$ cat config.mk
export PLATFORM = sky130hd
export DESIGN_NAME = hart_frame_receiver_top_flat
export DESIGN_NICKNAME = d
export VERILOG_FILES = /design/src/sv/hfr_pkg.sv /design/src/sv/hfr_if.sv /design/src/sv/hfr_cfg_regs.sv /design/src/sv/hfr_in_stage.sv /design/src/sv/hfr_deframer.sv /design/src/sv/hfr_out_reg.sv /design/src/sv/hart_frame_receiver_top.sv /design/src/flat_wrapper.sv
export SDC_FILE = /design/constraint.sdc
export NUM_CORES = 1
export LEC_CHECK = 0
export ABC_AREA = 1
export BUFFER_PORTS_ARGS = -buffer_cell sky130_fd_sc_hd__buf_2
export CORE_MARGIN = 2
export CORE_UTILIZATION = 25
export CTS_CLUSTER_DIAMETER = 100
export CTS_CLUSTER_SIZE = 40
export DETAILED_ROUTE_END_ITERATION = 10
export PLACE_DENSITY = 0.47
export RECOVER_POWER = 100
export SLEW_MARGIN = 20
export SYNTH_ARGS = -nofsm -noshare
export SYNTH_HDL_FRONTEND = slang
export SYNTH_SLANG_ARGS = --single-unit
$ cat constraint.sdc
create_clock -name clk -period 3.5 [get_ports clk]
set_clock_uncertainty 0.15 [all_clocks]
set_input_delay 0.875 -clock clk [delete_from_list [all_inputs] [get_ports clk]]
set_output_delay 0.875 -clock clk [all_outputs]
set_load 0.005 [all_outputs]
$ cat src/sv/hfr_pkg.sv
`default_nettype none
// ----------------------------------------------------------------------------
// hfr_pkg
// Shared types and constants of the short-frame receiver: phase codes,
// result kinds, register map and the structs passed between its modules.
// ----------------------------------------------------------------------------
package hfr_pkg;

	localparam int unsigned BYTE_W     = 8;
	localparam int unsigned PRE_LEN_W  = 5;
	localparam int unsigned KIND_W     = 2;
	localparam int unsigned APB_ADDR_W = 3;
	localparam int unsigned APB_DATA_W = 32;

	localparam logic [PRE_LEN_W-1:0] PRE_LEN_RESET = 5'd5;
	localparam logic [BYTE_W-1:0]    DELIM_RESET   = 8'h02;

	// register index, taken from paddr bit 2
	localparam logic REG_PREAMBLE_LENGTH    = 1'b0;
	localparam logic REG_EXPECTED_DELIMITER = 1'b1;

	typedef enum logic [2:0] {
		PH_PREAMBLE = 3'd0,
		PH_ADDR     = 3'd1,
		PH_CMD      = 3'd2,
		PH_COUNT    = 3'd3,
		PH_DATA     = 3'd4,
		PH_CHECK    = 3'd5
	} phase_t;

	typedef enum logic [KIND_W-1:0] {
		KIND_PAYLOAD    = 2'd0,
		KIND_FRAME_DONE = 2'd1,
		KIND_BAD_DELIM  = 2'd2
	} result_kind_t;

	typedef struct packed {
		logic [PRE_LEN_W-1:0] preamble_length;
		logic [BYTE_W-1:0]    expected_delimiter;
	} cfg_t;

	typedef struct packed {
		logic [KIND_W-1:0] result_kind;
		logic [BYTE_W-1:0] payload_byte;
		logic [BYTE_W-1:0] payload_index;
		logic [BYTE_W-1:0] frame_address;
		logic [BYTE_W-1:0] frame_command;
		logic [BYTE_W-1:0] payload_count;
		logic              checksum_ok;
	} result_t;

endpackage
`default_nettype wire

$ cat src/sv/hfr_if.sv
`default_nettype none
// ----------------------------------------------------------------------------
// hfr_if
// Valid/ready channels of the receiver: received bytes in, results out.
// ----------------------------------------------------------------------------
interface hfr_rx_if;
	logic                      valid;
	logic                      ready;
	logic [hfr_pkg::BYTE_W-1:0] rx_byte;

	modport source (output valid, output rx_byte, input ready);
	modport sink   (input valid, input rx_byte, output ready);
endinterface

interface hfr_res_if;
	logic                       valid;
	logic                       ready;
	logic [hfr_pkg::KIND_W-1:0] result_kind;
	logic [hfr_pkg::BYTE_W-1:0] payload_byte;
	logic [hfr_pkg::BYTE_W-1:0] payload_index;
	logic [hfr_pkg::BYTE_W-1:0] frame_address;
	logic [hfr_pkg::BYTE_W-1:0] frame_command;
	logic [hfr_pkg::BYTE_W-1:0] payload_count;
	logic                       checksum_ok;

	modport source (output valid, output result_kind, output payload_byte,
		output payload_index, output frame_address, output frame_command,
		output payload_count, output checksum_ok, input ready);
	modport sink (input valid, input result_kind, input payload_byte,
		input payload_index, input frame_address, input frame_command,
		input payload_count, input checksum_ok, output ready);
endinterface
`default_nettype wire

$ cat src/sv/hfr_cfg_regs.sv
`default_nettype none
// ----------------------------------------------------------------------------
// hfr_cfg_regs
// APB register file: preamble length and expected start delimiter.
// ----------------------------------------------------------------------------
module hfr_cfg_regs (
	input  wire logic                           clk,
	input  wire logic                           arst_n,
	input  wire logic                           psel,
	input  wire logic                           penable,
	input  wire logic                           pwrite,
	input  wire logic [hfr_pkg::APB_ADDR_W-1:0] paddr,
	input  wire logic [hfr_pkg::APB_DATA_W-1:0] pwdata,
	output logic      [hfr_pkg::APB_DATA_W-1:0] prdata,
	output logic                                pready,
	output hfr_pkg::cfg_t                       cfg
);

	logic [hfr_pkg::PRE_LEN_W-1:0] pre_len_q;
	logic [hfr_pkg::BYTE_W-1:0]    delim_q;
	logic                          wr_en;
	logic                          reg_sel;

	assign pready  = 1'b1;
	assign wr_en   = psel && penable && pwrite;
	assign reg_sel = paddr[2];

	always_ff @(posedge clk or negedge arst_n) begin
		if (!arst_n) begin
			pre_len_q <= hfr_pkg::PRE_LEN_RESET;
			delim_q   <= hfr_pkg::DELIM_RESET;
		end else if (wr_en) begin
			if (reg_sel == hfr_pkg::REG_PREAMBLE_LENGTH) begin
				pre_len_q <= pwdata[hfr_pkg::PRE_LEN_W-1:0];
			end else begin
				delim_q <= pwdata[hfr_pkg::BYTE_W-1:0];
			end
		end
	end

	always_comb begin
		if (reg_sel == hfr_pkg::REG_EXPECTED_DELIMITER) begin
			prdata = {{(hfr_pkg::APB_DATA_W-hfr_pkg::BYTE_W){1'b0}}, delim_q};
		end else begin
			prdata = {{(hfr_pkg::APB_DATA_W-hfr_pkg::PRE_LEN_W){1'b0}}, pre_len_q};
		end
	end

	assign cfg.preamble_length    = pre_len_q;
	assign cfg.expected_delimiter = delim_q;

endmodule
`default_nettype wire

$ cat src/sv/hfr_in_stage.sv
`default_nettype none
// ----------------------------------------------------------------------------
// hfr_in_stage
// Input register: captures one received byte and holds it until it advances.
// ----------------------------------------------------------------------------
module hfr_in_stage (
	input  wire logic                        clk,
	input  wire logic                        arst_n,
	hfr_rx_if.sink                           rx,
	input  wire logic                        advance,
	output logic                             valid_s1,
	output logic [hfr_pkg::BYTE_W-1:0]       byte_s1
);

	logic accept;

	// take a new byte when the stage is empty or drains this cycle
	assign rx.ready = !valid_s1 || advance;
	assign accept   = rx.valid && rx.ready;

	always_ff @(posedge clk or negedge arst_n) begin
		if (!arst_n) begin
			valid_s1 <= 1'b0;
		end else if (accept) begin
			valid_s1 <= 1'b1;
		end else if (advance) begin
			valid_s1 <= 1'b0;
		end
	end

	always_ff @(posedge clk) begin
		if (accept) begin
			byte_s1 <= rx.rx_byte;
		end
	end

endmodule
`default_nettype wire

$ cat src/sv/hfr_deframer.sv
`default_nettype none
// ----------------------------------------------------------------------------
// hfr_deframer
// Frame state machine: skips preamble, checks delimiter, captures header,
// tags payload bytes and checks the XOR checksum.
// ----------------------------------------------------------------------------
module hfr_deframer (
	input  wire logic                  clk,
	input  wire logic                  arst_n,
	input  wire logic                  step,
	input  wire logic [hfr_pkg::BYTE_W-1:0] rx_byte,
	input  wire hfr_pkg::cfg_t         cfg,
	output logic                       res_valid,
	output hfr_pkg::result_t           res
);

	hfr_pkg::phase_t           phase_q, phase_d;
	logic [hfr_pkg::BYTE_W-1:0] cnt_q, cnt_d;
	logic [hfr_pkg::BYTE_W-1:0] addr_q, addr_d;
	logic [hfr_pkg::BYTE_W-1:0] cmd_q, cmd_d;
	logic [hfr_pkg::BYTE_W-1:0] count_q, count_d;
	logic [hfr_pkg::BYTE_W-1:0] xor_q, xor_d;
	logic [hfr_pkg::BYTE_W-1:0] cnt_inc;
	logic                       in_preamble;
	logic                       hit;

	assign cnt_inc     = cnt_q + 8'd1;
	assign in_preamble = cnt_q < {{(hfr_pkg::BYTE_W-hfr_pkg::PRE_LEN_W){1'b0}},
		cfg.preamble_length};

	// next state
	always_comb begin
		phase_d = phase_q;
		cnt_d   = cnt_q;
		addr_d  = addr_q;
		cmd_d   = cmd_q;
		count_d = count_q;
		xor_d   = xor_q;
		case (phase_q)
			hfr_pkg::PH_ADDR: begin
				addr_d  = rx_byte;
				xor_d   = xor_q ^ rx_byte;
				phase_d = hfr_pkg::PH_CMD;
			end
			hfr_pkg::PH_CMD: begin
				cmd_d   = rx_byte;
				xor_d   = xor_q ^ rx_byte;
				phase_d = hfr_pkg::PH_COUNT;
			end
			hfr_pkg::PH_COUNT: begin
				count_d = rx_byte;
				xor_d   = xor_q ^ rx_byte;
				cnt_d   = '0;
				phase_d = (rx_byte == '0) ? hfr_pkg::PH_CHECK : hfr_pkg::PH_DATA;
			end
			hfr_pkg::PH_DATA: begin
				xor_d = xor_q ^ rx_byte;
				cnt_d = cnt_inc;
				if (cnt_inc >= count_q) begin
					phase_d = hfr_pkg::PH_CHECK;
				end
			end
			hfr_pkg::PH_CHECK: begin
				phase_d = hfr_pkg::PH_PREAMBLE;
				cnt_d   = '0;
			end
			default: begin
				// preamble, and any code that means nothing
				phase_d = hfr_pkg::PH_PREAMBLE;
				if (in_preamble) begin
					cnt_d = cnt_inc;
				end else begin
					cnt_d = '0;
					if (rx_byte == cfg.expected_delimiter) begin
						xor_d   = rx_byte;
						phase_d = hfr_pkg::PH_ADDR;
					end
				end
			end
		endcase
	end

	// result
	always_comb begin
		hit = 1'b0;
		res = '0;
		case (phase_q)
			hfr_pkg::PH_DATA: begin
				hit               = 1'b1;
				res.result_kind   = hfr_pkg::KIND_PAYLOAD;
				res.payload_byte  = rx_byte;
				res.payload_index = cnt_q;
				res.frame_address = addr_q;
				res.frame_command = cmd_q;
				res.payload_count = count_q;
			end
			hfr_pkg::PH_CHECK: begin
				hit               = 1'b1;
				res.result_kind   = hfr_pkg::KIND_FRAME_DONE;
				res.frame_address = addr_q;
				res.frame_command = cmd_q;
				res.payload_count = count_q;
				res.checksum_ok   = (rx_byte == xor_q);
			end
			hfr_pkg::PH_ADDR, hfr_pkg::PH_CMD, hfr_pkg::PH_COUNT: begin
				hit = 1'b0;
			end
			default: begin
				if (!in_preamble && (rx_byte != cfg.expected_delimiter)) begin
					hit             = 1'b1;
					res.result_kind = hfr_pkg::KIND_BAD_DELIM;
				end
			end
		endcase
	end

	assign res_valid = step && hit;

	always_ff @(posedge clk or negedge arst_n) begin
		if (!arst_n) begin
			phase_q <= hfr_pkg::PH_PREAMBLE;
			cnt_q   <= '0;
			addr_q  <= '0;
			cmd_q   <= '0;
			count_q <= '0;
			xor_q   <= '0;
		end else if (step) begin
			phase_q <= phase_d;
			cnt_q   <= cnt_d;
			addr_q  <= addr_d;
			cmd_q   <= cmd_d;
			count_q <= count_d;
			xor_q   <= xor_d;
		end
	end

endmodule
`default_nettype wire

$ cat src/sv/hfr_out_reg.sv
`default_nettype none
// ----------------------------------------------------------------------------
// hfr_out_reg
// Result register: holds one result until the sink takes it.
// ----------------------------------------------------------------------------
module hfr_out_reg (
	input  wire logic        clk,
	input  wire logic        arst_n,
	input  wire logic        load,
	input  wire hfr_pkg::result_t res,
	output logic             free,
	hfr_res_if.source        out
);

	logic             valid_q;
	hfr_pkg::result_t data_q;

	assign free = !valid_q || out.ready;

	always_ff @(posedge clk or negedge arst_n) begin
		if (!arst_n) begin
			valid_q <= 1'b0;
		end else if (load) begin
			valid_q <= 1'b1;
		end else if (out.ready) begin
			valid_q <= 1'b0;
		end
	end

	always_ff @(posedge clk) begin
		if (load) begin
			data_q <= res;
		end
	end

	assign out.valid         = valid_q;
	assign out.result_kind   = data_q.result_kind;
	assign out.payload_byte  = data_q.payload_byte;
	assign out.payload_index = data_q.payload_index;
	assign out.frame_address = data_q.frame_address;
	assign out.frame_command = data_q.frame_command;
	assign out.payload_count = data_q.payload_count;
	assign out.checksum_ok   = data_q.checksum_ok;

endmodule
`default_nettype wire

$ cat src/sv/hart_frame_receiver_top.sv
`default_nettype none
// ----------------------------------------------------------------------------
// hart_frame_receiver_top
// Short-frame deframer with XOR checksum, one received byte per item.
// ----------------------------------------------------------------------------
// The receiver takes one byte per clock and gives at most one result item per
// byte. Each byte passes an input register, the frame logic and a result
// register; its result is offered from the result register once the input
// register has advanced the byte through the frame logic.
// Throughput is one byte per cycle as long as the result sink keeps up; a byte
// waits in the input register only while the result register holds an item
// that has not been taken. A frame is: preamble_length bytes that are skipped
// unchecked, the start delimiter (compared with expected_delimiter; a mismatch
// gives a bad-delimiter item and restarts at the preamble), address, command,
// byte count, the payload bytes (each given as a payload item with its index
// and the header fields) and a checksum byte, which gives a frame-complete item
// with checksum_ok set when it equals the XOR of delimiter, header and payload.
// A zero byte count goes straight to the checksum. Program the two registers
// over APB (preamble length at 0x0, delimiter at 0x4) only while the block is
// idle; a new value applies from the next byte.
// ----------------------------------------------------------------------------
module hart_frame_receiver_top (
	input  wire logic                           clk,
	input  wire logic                           arst_n,
	hfr_rx_if.sink                              rx,
	hfr_res_if.source                           res,
	input  wire logic                           psel,
	input  wire logic                           penable,
	input  wire logic                           pwrite,
	input  wire logic [hfr_pkg::APB_ADDR_W-1:0] paddr,
	input  wire logic [hfr_pkg::APB_DATA_W-1:0] pwdata,
	output logic      [hfr_pkg::APB_DATA_W-1:0] prdata,
	output logic                                pready
);

	hfr_pkg::cfg_t              cfg;
	hfr_pkg::result_t           result;
	logic                       valid_s1;
	logic [hfr_pkg::BYTE_W-1:0] byte_s1;
	logic                       advance;
	logic                       out_free;
	logic                       res_load;

	// register file
	hfr_cfg_regs u_cfg (
		.clk     (clk),
		.arst_n  (arst_n),
		.psel    (psel),
		.penable (penable),
		.pwrite  (pwrite),
		.paddr   (paddr),
		.pwdata  (pwdata),
		.prdata  (prdata),
		.pready  (pready),
		.cfg     (cfg)
	);

	// advance the held byte through the frame logic when the result slot is
	// free; bytes that give no result advance under the same rule
	assign advance = valid_s1 && out_free;

	hfr_in_stage u_in (
		.clk      (clk),
		.arst_n   (arst_n),
		.rx       (rx),
		.advance  (advance),
		.valid_s1 (valid_s1),
		.byte_s1  (byte_s1)
	);

	hfr_deframer u_deframer (
		.clk       (clk),
		.arst_n    (arst_n),
		.step      (advance),
		.rx_byte   (byte_s1),
		.cfg       (cfg),
		.res_valid (res_load),
		.res       (result)
	);

	hfr_out_reg u_out (
		.clk    (clk),
		.arst_n (arst_n),
		.load   (res_load),
		.res    (result),
		.free   (out_free),
		.out    (res)
	);

endmodule
`default_nettype wire
$ cat src/flat_wrapper.sv
// flat-port wrapper written by rule: the top's interface ports become plain ports
module hart_frame_receiver_top_flat 
  (clk, arst_n, psel, penable, pwrite, paddr, pwdata, prdata, pready, rx_valid, rx_rx_byte, rx_ready, res_valid, res_result_kind, res_payload_byte, res_payload_index, res_frame_address, res_frame_command, res_payload_count, res_checksum_ok, res_ready);
  hfr_rx_if rx_i ();
  hfr_res_if res_i ();
  input  wire logic clk;
  input  wire logic arst_n;
  input  wire logic psel;
  input  wire logic penable;
  input  wire logic pwrite;
  input  wire logic [hfr_pkg::APB_ADDR_W-1:0] paddr;
  input  wire logic [hfr_pkg::APB_DATA_W-1:0] pwdata;
  output logic      [hfr_pkg::APB_DATA_W-1:0] prdata;
  output logic pready;
  input wire logic [$bits(rx_i.valid)-1:0] rx_valid;
  input wire logic [$bits(rx_i.rx_byte)-1:0] rx_rx_byte;
  output wire logic [$bits(rx_i.ready)-1:0] rx_ready;
  output wire logic [$bits(res_i.valid)-1:0] res_valid;
  output wire logic [$bits(res_i.result_kind)-1:0] res_result_kind;
  output wire logic [$bits(res_i.payload_byte)-1:0] res_payload_byte;
  output wire logic [$bits(res_i.payload_index)-1:0] res_payload_index;
  output wire logic [$bits(res_i.frame_address)-1:0] res_frame_address;
  output wire logic [$bits(res_i.frame_command)-1:0] res_frame_command;
  output wire logic [$bits(res_i.payload_count)-1:0] res_payload_count;
  output wire logic [$bits(res_i.checksum_ok)-1:0] res_checksum_ok;
  input wire logic [$bits(res_i.ready)-1:0] res_ready;
  assign rx_i.valid = rx_valid;
  assign rx_i.rx_byte = rx_rx_byte;
  assign rx_ready = rx_i.ready;
  assign res_valid = res_i.valid;
  assign res_result_kind = res_i.result_kind;
  assign res_payload_byte = res_i.payload_byte;
  assign res_payload_index = res_i.payload_index;
  assign res_frame_address = res_i.frame_address;
  assign res_frame_command = res_i.frame_command;
  assign res_payload_count = res_i.payload_count;
  assign res_checksum_ok = res_i.checksum_ok;
  assign res_i.ready = res_ready;
  hart_frame_receiver_top u_core (.clk(clk), .arst_n(arst_n), .rx(rx_i), .res(res_i), .psel(psel), .penable(penable), .pwrite(pwrite), .paddr(paddr), .pwdata(pwdata), .prdata(prdata), .pready(pready));
endmodule
==> results by group <==
Outcome
  – Status: complete, but fails checks
  – Violated checks: capacitance limit, slew limit

Timing
  – Worst slew margin: -0.591%
  – Slew Limit Fails: 58
  – Endpoints failing setup: 0
  – Unrepaired setup endpoints after global routing: no
  – Setup TNS: 0 ns
  – Final period util: slightly below 80%
  – Minimum clock period: 2.76 ns
  – Final Hold Viols: 0
  – Fmax: 0.362 GHz
  – Slew of the pin with the lowest slew margin: 1.51 ns

Synthesis
  – Synth Area in Simple Gates: between 10% and 20%
  – Complex-gate fraction of the synthesized area: under 10%
  – Mux contribution to synthesized area: less than 1%
  – Post-synthesis adder-cell area fraction: 3.33%
  – Cells after Synth: 572
  – Number of flops mapped to enable cells by yosys: 51
  – Yosys reg bits: 109
  – Avg Cell Area, Syn: 9.20 µm²
  – Register area share after synthesis: 56.7%
  – Post-synth ARST share: 53.2%
  – Synthesized area: 5270 µm²
  – Xor and xnor area share after synthesis: under 10%
  – Unique masters post-synth: 34
  – Synth warn: 0
  – Synth Flop Type: dfrtp_1
  – Main combinational cell family by area after synthesis: simple AND/OR/NAND/NOR gates

Worst setup path
  – Worst setup path start: paddr[2]
  – Worst setup EP type: output port
  – Crit path capture: prdata[0]
  – CP required: 2.47 ns
  – Delay-heaviest family, CP: buffers and inverters
  – Worst Setup Path Type: in -> out
  – Reg-to-Reg End: u_core.u_deframer.xor_q[4]
  – R2R cell count: 8
  – CP Cell Sequence: clkbuf_1 -> inv_1 -> o21ai_0 -> clkbuf_1
  – Crit path DAT: roughly 1.7 ns
  – WP buf/inv: 3
  – Critical Path Fanout Max: 13
  – Slowest CP cell: clkbuf_1
  – Critical path depth: 4
  – Startpoint types: input pin
  – CP most frequent cell: clkbuf_1
  – CP max stage delay: ~0.40 ns
  – R2r startpoint: u_core.u_deframer.phase_q[1]
  – Flop2flop setup slack: 0.79 ns

Global route
  – Vias in the first global route: roughly 3600
  – Remaining global-route overflow: 0
  – GRT Util Overall: 11.2%
  – Largest net degree at the start of global routing: 59
  – Antenna violations before repair: 0
  – First-pass GRT wire length: 19000 µm

Clock tree
  – Post-CTS Setup Inserts: 0
  – CTS resizes: 0
  – Htree depth: 3
  – CTS Hold Bufs: 0
  – CTS buffer count: 9
  – Max clock buf depth: 2
  – Clock Sinks: around 110
  – CTS Root Cell: clkbuf_16
  – Clk_lat worst skew: 0.35 ns
  – Clock transition at the registers of the reported paths: 0.08 ns
  – TritonCTS clock tree: yes

Detailed routing
  – Vias: around 3600
  – DRT Pass-1 Iters: 4
  – Metal3 WL: 547 µm
  – DRT iter0 DRCs: 195
  – Met1 Wirelength: approximately 5600 µm
  – Routed Antenna Nets: 0
  – WL met2: 5400 µm
  – Highest Signal Layer: met4
  – WL final: 11700 µm
  – Drt via density: ~3.9
  – DRC: 0
  – Per-cell routed wire length: ~13 µm

Power
  – P_leak: 2.92 nW
  – Pwr Total: approximately 3.8 mW
  – Worst VDD drop: 0.246 mV
  – Pwr dens: 633 nW/µm²

Floorplanning
  – Core Region: ~21000 µm²
  – Die area: 22200 µm²
  – Initial Util: 25.3%
  – FP Rows: 53
  – I/O pin count: 128
  – Die width: approximately 150 µm
  – Die H: between 100 and 150 µm

Hold path
  – HP Class: reg -> reg

Cells and area
  – Non-filler cells, final: 928
  – Layout Area Growth over Synthesis: 14.7%
  – NumNets Final: 712
  – Share of cells above drive strength 1: about 11%
  – Most common cell after layout, fill and taps aside: nand2_1
  – Antenna Cells: 0
  – Most frequent cells in the layout: nand2_1 (161), inv_1 (82), dfrtp_1 (55)

Place
  – Dpl cells: just over 900
  – Port-buffer cells: 76
  – Post-DP HPWL: 8440 µm
  – RD Place Congestion: between 0.7 and 0.8

Job
  – MaxCap Viol Count: 1
-- cells in the mapped netlist, drive strengths merged, types with 2 or more instances --
master,instances,share of area (%)
nand2,167,12
inv,88,6.3
dfrtp,55,26
o21ai,54,5.3
edfxtp,51,29
nor2,40,3.1
buf,32,4.5
nand3,19,1.9
xor2,15,2.5
ha,14,3.3
nor3,8,0.95
a21oi,5,0.48
clkbuf,5,0.36
nand4,5,0.59
dfstp,3,1.5
conb,2,0.14
mux2,2,0.43
nor4,2,0.24
or2,2,0.29
-- logic make-up after synthesis --
logic type,Yosys count
compound gates,60
xor+xnor,16
fa+ha+maj,14
buf+inv,125
flops,109
mux,2
other cells,2
simple gates,244
-- tightest hold or removal path: cells and delay by family, from the launching register on --
kind,cells,cell delay [ns]
simple gates,1,0.05
compound gates,1,0.05
flops,1,0.35
-- worst min-delay path by stage --
stage	start	end	slack (ns)	cells after the start
final	u_core.u_deframer.cmd_q[1]	u_core.u_deframer.cmd_q[1]	0.34	2
after floorplan	u_core.u_cfg.pre_len_q[1]	u_core.u_cfg.pre_len_q[1]	0.30	2
after global placement	u_core.u_deframer.cmd_q[1]	u_core.u_deframer.cmd_q[1]	0.32	2
after CTS	u_core.u_cfg.pre_len_q[1]	u_core.u_cfg.pre_len_q[1]	0.34	2
after detailed placement	u_core.u_deframer.cmd_q[1]	u_core.u_deframer.cmd_q[1]	0.32	2
after global routing	u_core.u_deframer.cmd_q[7]	u_core.u_deframer.cmd_q[7]	0.36	2
-- where the power goes --
group	total [mW]	internal (mW)	switching, mW
Combinational	0.966	0.333	0.634
Clock	0.992	0.510	0.482
Sequential	1.86	1.70	0.165
Total	3.82	2.54	1.28
-- layout make-up --
cell class / instances / area [µm²]
fill: 2283 / 14800
sequential: 109 / 2990
multi-input combinational: 361 / 1750
timing repair buffer: 79 / 344
tap: 275 / 344
inverter: 88 / 330
clock buffer: 10 / 239
clock inverter: 6 / 45.0
-- per-layer routing --
| layer | track usage [%] | vias to the layer above |
|---|---|---|
| li1 | - | 1910 |
| met1 | 15.2 | 1645 |
| met2 | 17.3 | 76 |
| met3 | 2.51 | 11 |
| met4 | 4.29 | 0 |
| met5 | 0 | - |
-- flip-flops by register name, summed over array words and instances, names as in the netlist --
register,cells
u_core.u_in.byte_s1,8
u_core.u_out.out.payload_count,8
u_core.u_cfg.delim_q,8
u_core.u_in.valid_s1,1
u_core.u_out.out.result_kind,2
u_core.u_deframer.xor_q,8
u_core.u_deframer.phase_q,3
u_core.u_out.out.payload_byte,8
u_core.u_cfg.pre_len_q,5
u_core.u_deframer.cnt_q,8
u_core.u_out.out.payload_index,8
u_core.u_out.out.frame_address,8
u_core.u_out.out.frame_command,8
u_core.u_deframer.addr_q,8
u_core.u_deframer.count_q,8
u_core.u_deframer.cmd_q,8
u_core.u_out.out.valid,1
u_core.u_out.out.checksum_ok,1
-- metrics by stage --
stage,setup slack (ns),util [%],hold slack (ns),instance area [µm²]
2_1_floorplan,0.725,-,0.303,5350
3_3_place_gp,0.804,28.1,0.316,5840
3_5_place_dp,0.770,28.1,0.323,5840
4_1_cts,0.760,29.4,0.342,6130
5_1_grt,0.420,29.0,0.357,6040
6_report,0.735,29.0,0.335,6040
(Power assumes the default switching activity.)
